<file path="config.mk">
export PLATFORM = sky130hd
export DESIGN_NAME = atl_axis_map
export DESIGN_NICKNAME = d
export VERILOG_FILES = /design/src/sv/atl_pkg.sv /design/src/sv/atl_div_cell.sv /design/src/sv/atl_axis_map.sv
export SDC_FILE = /design/constraint.sdc
export NUM_CORES = 1
export LEC_CHECK = 0
export ABC_CLOCK_PERIOD_IN_PS = 14100
export BUFFER_PORTS_ARGS = -buffer_cell sky130_fd_sc_hd__buf_2
export CAP_MARGIN = 20
export CORE_MARGIN = 2
export CORE_UTILIZATION = 60
export DETAILED_ROUTE_END_ITERATION = 12
export GPL_TIMING_DRIVEN = 0
export PLACE_DENSITY_LB_ADDON = 0.25
export SLEW_MARGIN = 40
export SYNTH_ARGS = -nofsm -noshare
export SYNTH_HDL_FRONTEND = slang
export SYNTH_SLANG_ARGS = --single-unit
</file>
<file path="constraint.sdc">
create_clock -name clk -period 14.1 [get_ports clk]
set_clock_uncertainty 0.15 [all_clocks]
set_input_delay 0 -clock clk [delete_from_list [all_inputs] [get_ports clk]]
set_output_delay 0 -clock clk [all_outputs]
set_load 0.1 [all_outputs]
</file>
<file path="src/sv/atl_pkg.sv">
`timescale 1ns / 1ps
// ----------------------------------------------------------------------------
// atl_pkg
// Shared constants, register indexes and types of the tilt angle core.
// ----------------------------------------------------------------------------
package atl_pkg;

    // Register indexes of the configuration port.
    localparam logic REG_CAL_LOW  = 1'b0;
    localparam logic REG_CAL_HIGH = 1'b1;

    // Reset values of the calibration registers.
    localparam int CAL_LOW_RESET  = 265;
    localparam int CAL_HIGH_RESET = 402;

    // Angles are kept in degrees with 16 fractional bits.
    localparam int FRAC  = 16;
    localparam int ZW    = 25;
    localparam int TW    = 25;
    localparam int ANG_W = 9;
    localparam int TAB_LEN = 24;

    // atan(2^-i) in degrees, Q16, rounded to nearest.
    localparam logic [22:0] ATAN_Q16 [0:TAB_LEN-1] = '{
        23'd2949120, 23'd1740967, 23'd919879, 23'd466945, 23'd234379,
        23'd117304, 23'd58666, 23'd29335, 23'd14668, 23'd7334, 23'd3667,
        23'd1833, 23'd917, 23'd458, 23'd229, 23'd115, 23'd57, 23'd29,
        23'd14, 23'd7, 23'd4, 23'd2, 23'd1, 23'd0
    };

    // Quadrant and special case marks that travel beside the CORDIC data.
    typedef struct packed {
        logic xneg;
        logic yneg;
        logic xzero;
        logic yzero;
        logic equal;
    } tilt_ctl_t;

endpackage

</file>
<file path="src/sv/atl_div_cell.sv">
`timescale 1ns / 1ps
// ----------------------------------------------------------------------------
// atl_div_cell
// One restoring division step: settles one quotient bit per cell.
// ----------------------------------------------------------------------------
module atl_div_cell import atl_pkg::*; #(
    parameter int SB = 10,
    parameter int QW = 18
) (
    input  logic          clk,
    input  logic          en,
    input  logic [SB-1:0] span,
    input  logic [QW-1:0] num_in,
    input  logic [SB-1:0] rem_in,
    input  logic [QW-1:0] quo_in,
    input  logic          neg_in,
    output logic [QW-1:0] num_out,
    output logic [SB-1:0] rem_out,
    output logic [QW-1:0] quo_out,
    output logic          neg_out
);

    logic [SB:0]   trial;
    logic          fits;
    logic [SB-1:0] rem_next;
    logic [QW-1:0] num_reg, quo_reg;
    logic [SB-1:0] rem_reg;
    logic          neg_reg;

    // Bring down the next numerator bit and try the subtraction.
    always_comb
    begin
        trial    = {rem_in, num_in[QW-1]};
        fits     = (trial >= {1'b0, span});
        rem_next = fits ? SB'(trial - {1'b0, span}) : trial[SB-1:0];
    end

    always_ff @(posedge clk)
    begin
        if (en)
        begin
            num_reg <= {num_in[QW-2:0], 1'b0};
            rem_reg <= rem_next;
            quo_reg <= {quo_in[QW-2:0], fits};
            neg_reg <= neg_in;
        end
    end

    assign num_out = num_reg;
    assign rem_out = rem_reg;
    assign quo_out = quo_reg;
    assign neg_out = neg_reg;

endmodule

</file>
<file path="src/sv/atl_axis_map.sv">
`timescale 1ns / 1ps
// ----------------------------------------------------------------------------
// atl_axis_map
// Maps a raw reading via divider cells: cal_low to -90, cal_low + span to 90.
// ----------------------------------------------------------------------------
module atl_axis_map import atl_pkg::*; #(
    parameter int SB = 10,
    parameter int QW = SB + 8,
    parameter int AW = SB + 10
) (
    input  logic                 clk,
    input  logic                 en,
    input  logic [SB-1:0]        raw,
    input  logic [SB-1:0]        cal_low,
    input  logic [SB-1:0]        span,
    output logic signed [AW-1:0] mapped
);

    logic signed [SB:0]   diff;
    logic signed [SB+8:0] prod;
    logic [QW-1:0] num_reg;
    logic          neg_reg;
    logic [QW-1:0] num_c [0:QW];
    logic [SB-1:0] rem_c [0:QW];
    logic [QW-1:0] quo_c [0:QW];
    logic          neg_c [0:QW];
    logic signed [AW-1:0] mapped_reg, sq;

    // Offset and scale by 180; the sign is kept apart for truncation to zero.
    always_comb
    begin
        diff = signed'({1'b0, raw}) - signed'({1'b0, cal_low});
        prod = (SB+9)'(diff) * (SB+9)'(180);
    end

    always_ff @(posedge clk)
    begin
        if (en)
        begin
            num_reg <= prod[SB+8] ? QW'(-prod) : QW'(prod);
            neg_reg <= prod[SB+8];
        end
    end

    assign num_c[0] = num_reg;
    assign rem_c[0] = '0;
    assign quo_c[0] = '0;
    assign neg_c[0] = neg_reg;

    // Row of division cells, one quotient bit each.
    for (genvar k = 0; k < QW; k++)
    begin : g_div
        atl_div_cell #(.SB(SB), .QW(QW)) u_cell (
            .clk(clk), .en(en), .span(span),
            .num_in(num_c[k]), .rem_in(rem_c[k]), .quo_in(quo_c[k]),
            .neg_in(neg_c[k]),
            .num_out(num_c[k+1]), .rem_out(rem_c[k+1]), .quo_out(quo_c[k+1]),
            .neg_out(neg_c[k+1])
        );
    end

    // Restore the sign and shift down by ninety.
    always_comb
    begin
        sq = signed'(AW'(quo_c[QW]));
        if (neg_c[QW])
        begin
            sq = -sq;
        end
    end

    always_ff @(posedge clk)
    begin
        if (en)
        begin
            mapped_reg <= sq - AW'(90);
        end
    end

    assign mapped = mapped_reg;

endmodule

</file>
==> results.yml <==
clock_network:
  clk_pin_slew_ns: 0.06
  h-tree-depth: 2
  cts_buffer_depth: 3
  cts_root_buf: "clkbuf_16"
  cts_resized: 0
  clock-sinks: 516
  cts_hold_buf: 12
  post-cts-setup-buffer-count: 0
  cts_made_buffers: 53
  clk_latency_ns: 0.61
  cts_tree: "yes"
floorplanning:
  chipWidth_um: 217
  core_mm2: 0.0444
  start_util_pct: 61.2
  die_h_um: 217
  num_io_pins: 52
  std_cell_rows: 77
  die-area_mm2: 0.0470
run_status:
  status: "completed"
pwr:
  power_leakage_uw: 0.0121
  peakVddDrop_mv: 0.349
  power_density_mw_per_mm2: 216
  finalPower_uw: 6560
drt:
  drt_wl_total_mm: 48.0
  first_pass_iters: 5
  ant_nets: 0
  route.vias.total: 16000
  routed_via_density: 5.70
  remaining_drc_errors: 0
  drt_iter0_drc: 1086
  avgRoutedWirePerCell_um: 17.1
global_route:
  grtUsageTotal_pct: 20.7
  antenna_found_initial: 0
  grt_overflow_total: 0
  grt_pass1_vias: 16000
  grt_start_max_net_pins: 84
  grt_first_pass_wirelength_mm: 78.1
placement:
  place.detailed.hpwl_mm: 32.7
  placed_cell_area_mm2: 0.0284
  port_buffers: 51
  gp_congestion: 0.876
sta:
  period_minus_slack_ns: 6.00
  setup_viol: 0
  fin_crit_sh_pct: 42.5
  fin_setup_tns_ns: 0
  timing.fmax_mhz: 167
  grt_setup_unrepaired: "no"
  drv_slew: 0
  slew_headroom_pct: 55.4
  hold_viol: 0
  tightest_slew_ns: 0.669
worst_setup_path:
  cp-start-kind: "primary input"
  crit_type: "in -> reg"
  reg2reg_from: "g_div[1].u_cell.rem_out[0]"
  r2r-end: "g_div[2].u_cell.rem_out[7]"
  crit_fanout: 10
  r2r_cells: 10
  cp.required_ns: 14.30
  arrival_ns: 6.20
  endpoint_kind: "flip-flop"
  ff2ff_setup_slack_ns: 10.59
yosys:
  yosysSeqAreaShare_pct: 57.0
  synth_edf_count: 516
  async_flop_share_pct: 0
  synth_nets: 2339
  syn_inst: 2051
  ys_types: 76
  avgSynthCellArea_um2: 13.2
  synth_seq_cells: 516
  netlist_area_mm2: 0.0272
  ys_top_cells_by_area: "edfxtp_1 57%, ha_1 10%, mux2_2 4.7%"
  synth_top_area_share_pct: 57.0
  synth_ff_type: "edfxtp_1"
  yosysTopAreaCell: "edfxtp_1"
  yosysWarnings: 0
cells_and_area:
  layout_common_cells: "516 x edfxtp_1, 221 x ha_1, 167 x inv_1"
  design_area_mm2: 0.0303
  fin_nets: 2464
  diodes: 0
  layout-drive-gt1-share_pct: 13.6
  fin_util_pct: 68.2
  final_common_cell: "edfxtp_1"
  largest_reg_flops: 171
  area_delta_synth_final_pct: 11.6
worst_hold_path:
  hold_depth: 4
  hold_end: "g_div[0].u_cell.rem_out[6]"
  min_from: "span[9]"
  hold_class: "in -> reg"
flow_run:
  maxCapViolations: 0
## report_power, final
group | switching, uW | internal (uW)
Combinational | 1510 | 1260
Clock | 586 | 845
Sequential | 144 | 2220
Total | 2240 | 4320
## per-layer routing
metal | vias up | share of wire [%] | track usage [%]
met5 | - | 0 | 0
met4 | 0 | 3.5 | 8.20
met3 | 90 | 4.3 | 3.40
met2 | 346 | 50 | 35.9
met1 | 7726 | 43 | 26.2
li1 | 7859 | - | -
## cells by family after synthesis
logic type / after synthesis / share of synthesized area [%]
flops: 516 / 57.0
mux: 148 / 5.98
compound gates: 354 / 8.73
fa+ha+maj: 256 / 12.8
buf+inv: 185 / 2.59
simple gates: 440 / 7.99
xor+xnor: 152 / 4.90
## synth_stat cells, types with 53 or more instances
master,n
ha_1,221
nor2_1,131
a21o_1,53
xor2_1,60
o21ai_0,97
nand2_1,123
mux2_2,114
xnor2_1,92
inv_1,176
edfxtp_1,516
a21oi_1,65
## per-stage QoR
stage / hold WS (ns) / instances / worst slack [ns]
3_5_place_dp: 0.255 / 2701 / 7.98
4_1_cts: 0.0143 / 2811 / 8.15
5_1_grt: 0.0842 / 2811 / 7.79
2_1_floorplan: -0.0375 / 2051 / 8.48
6_report: 0.0579 / 2811 / 8.10
3_3_place_gp: 0.250 / 2694 / 5.37
## layout make-up
type / instances / area, um^2
multi-input cells: 1350 / 11000
flip-flops and latches: 516 / 15500
clock buffers: 61 / 1360
plain buffers: 7 / 35.0
inverters: 178 / 668
clock inverters: 37 / 462
well taps: 592 / 741
repair buffers: 70 / 581
fillers: 2998 / 14100
## how the worst max path moves through the flow
stage	start	end	slack (ns)	depth (start not counted)
global route	cal_low[0]	num_reg[16]	7.79	27
floorplan	raw[0]	num_reg[16]	8.48	26
detailed placement	raw[0]	num_reg[16]	7.98	26
CTS	cal_low[0]	num_reg[16]	8.15	26
finish	cal_low[0]	num_reg[16]	8.10	26
global placement	en	g_div[16].u_cell.quo_out[16]	5.37	1
## worst max-delay path: stages
cell and delay, ns:
dlygate4sd3_1 0.53, buf_2 0.12, ha_1 0.16, inv_1 0.05, fa_1 0.42, a211oi_2 0.19, nor2_1 0.09, o311a_1 0.34
a21oi_1 0.32, ha_1 0.30, ha_1 0.32, fa_1 0.54, inv_1 0.05, fa_1 0.49, inv_1 0.04, ha_1 0.25
or4_4 0.53, a21oi_2 0.17, o21ai_1 0.12, a211o_1 0.32, a21o_1 0.18, o221ai_2 0.08, nor2_4 0.07, buf_6 0.14
a41o_1 0.21, xor2_1 0.15
No activity file was read; power rests on OpenSTA's default activity.
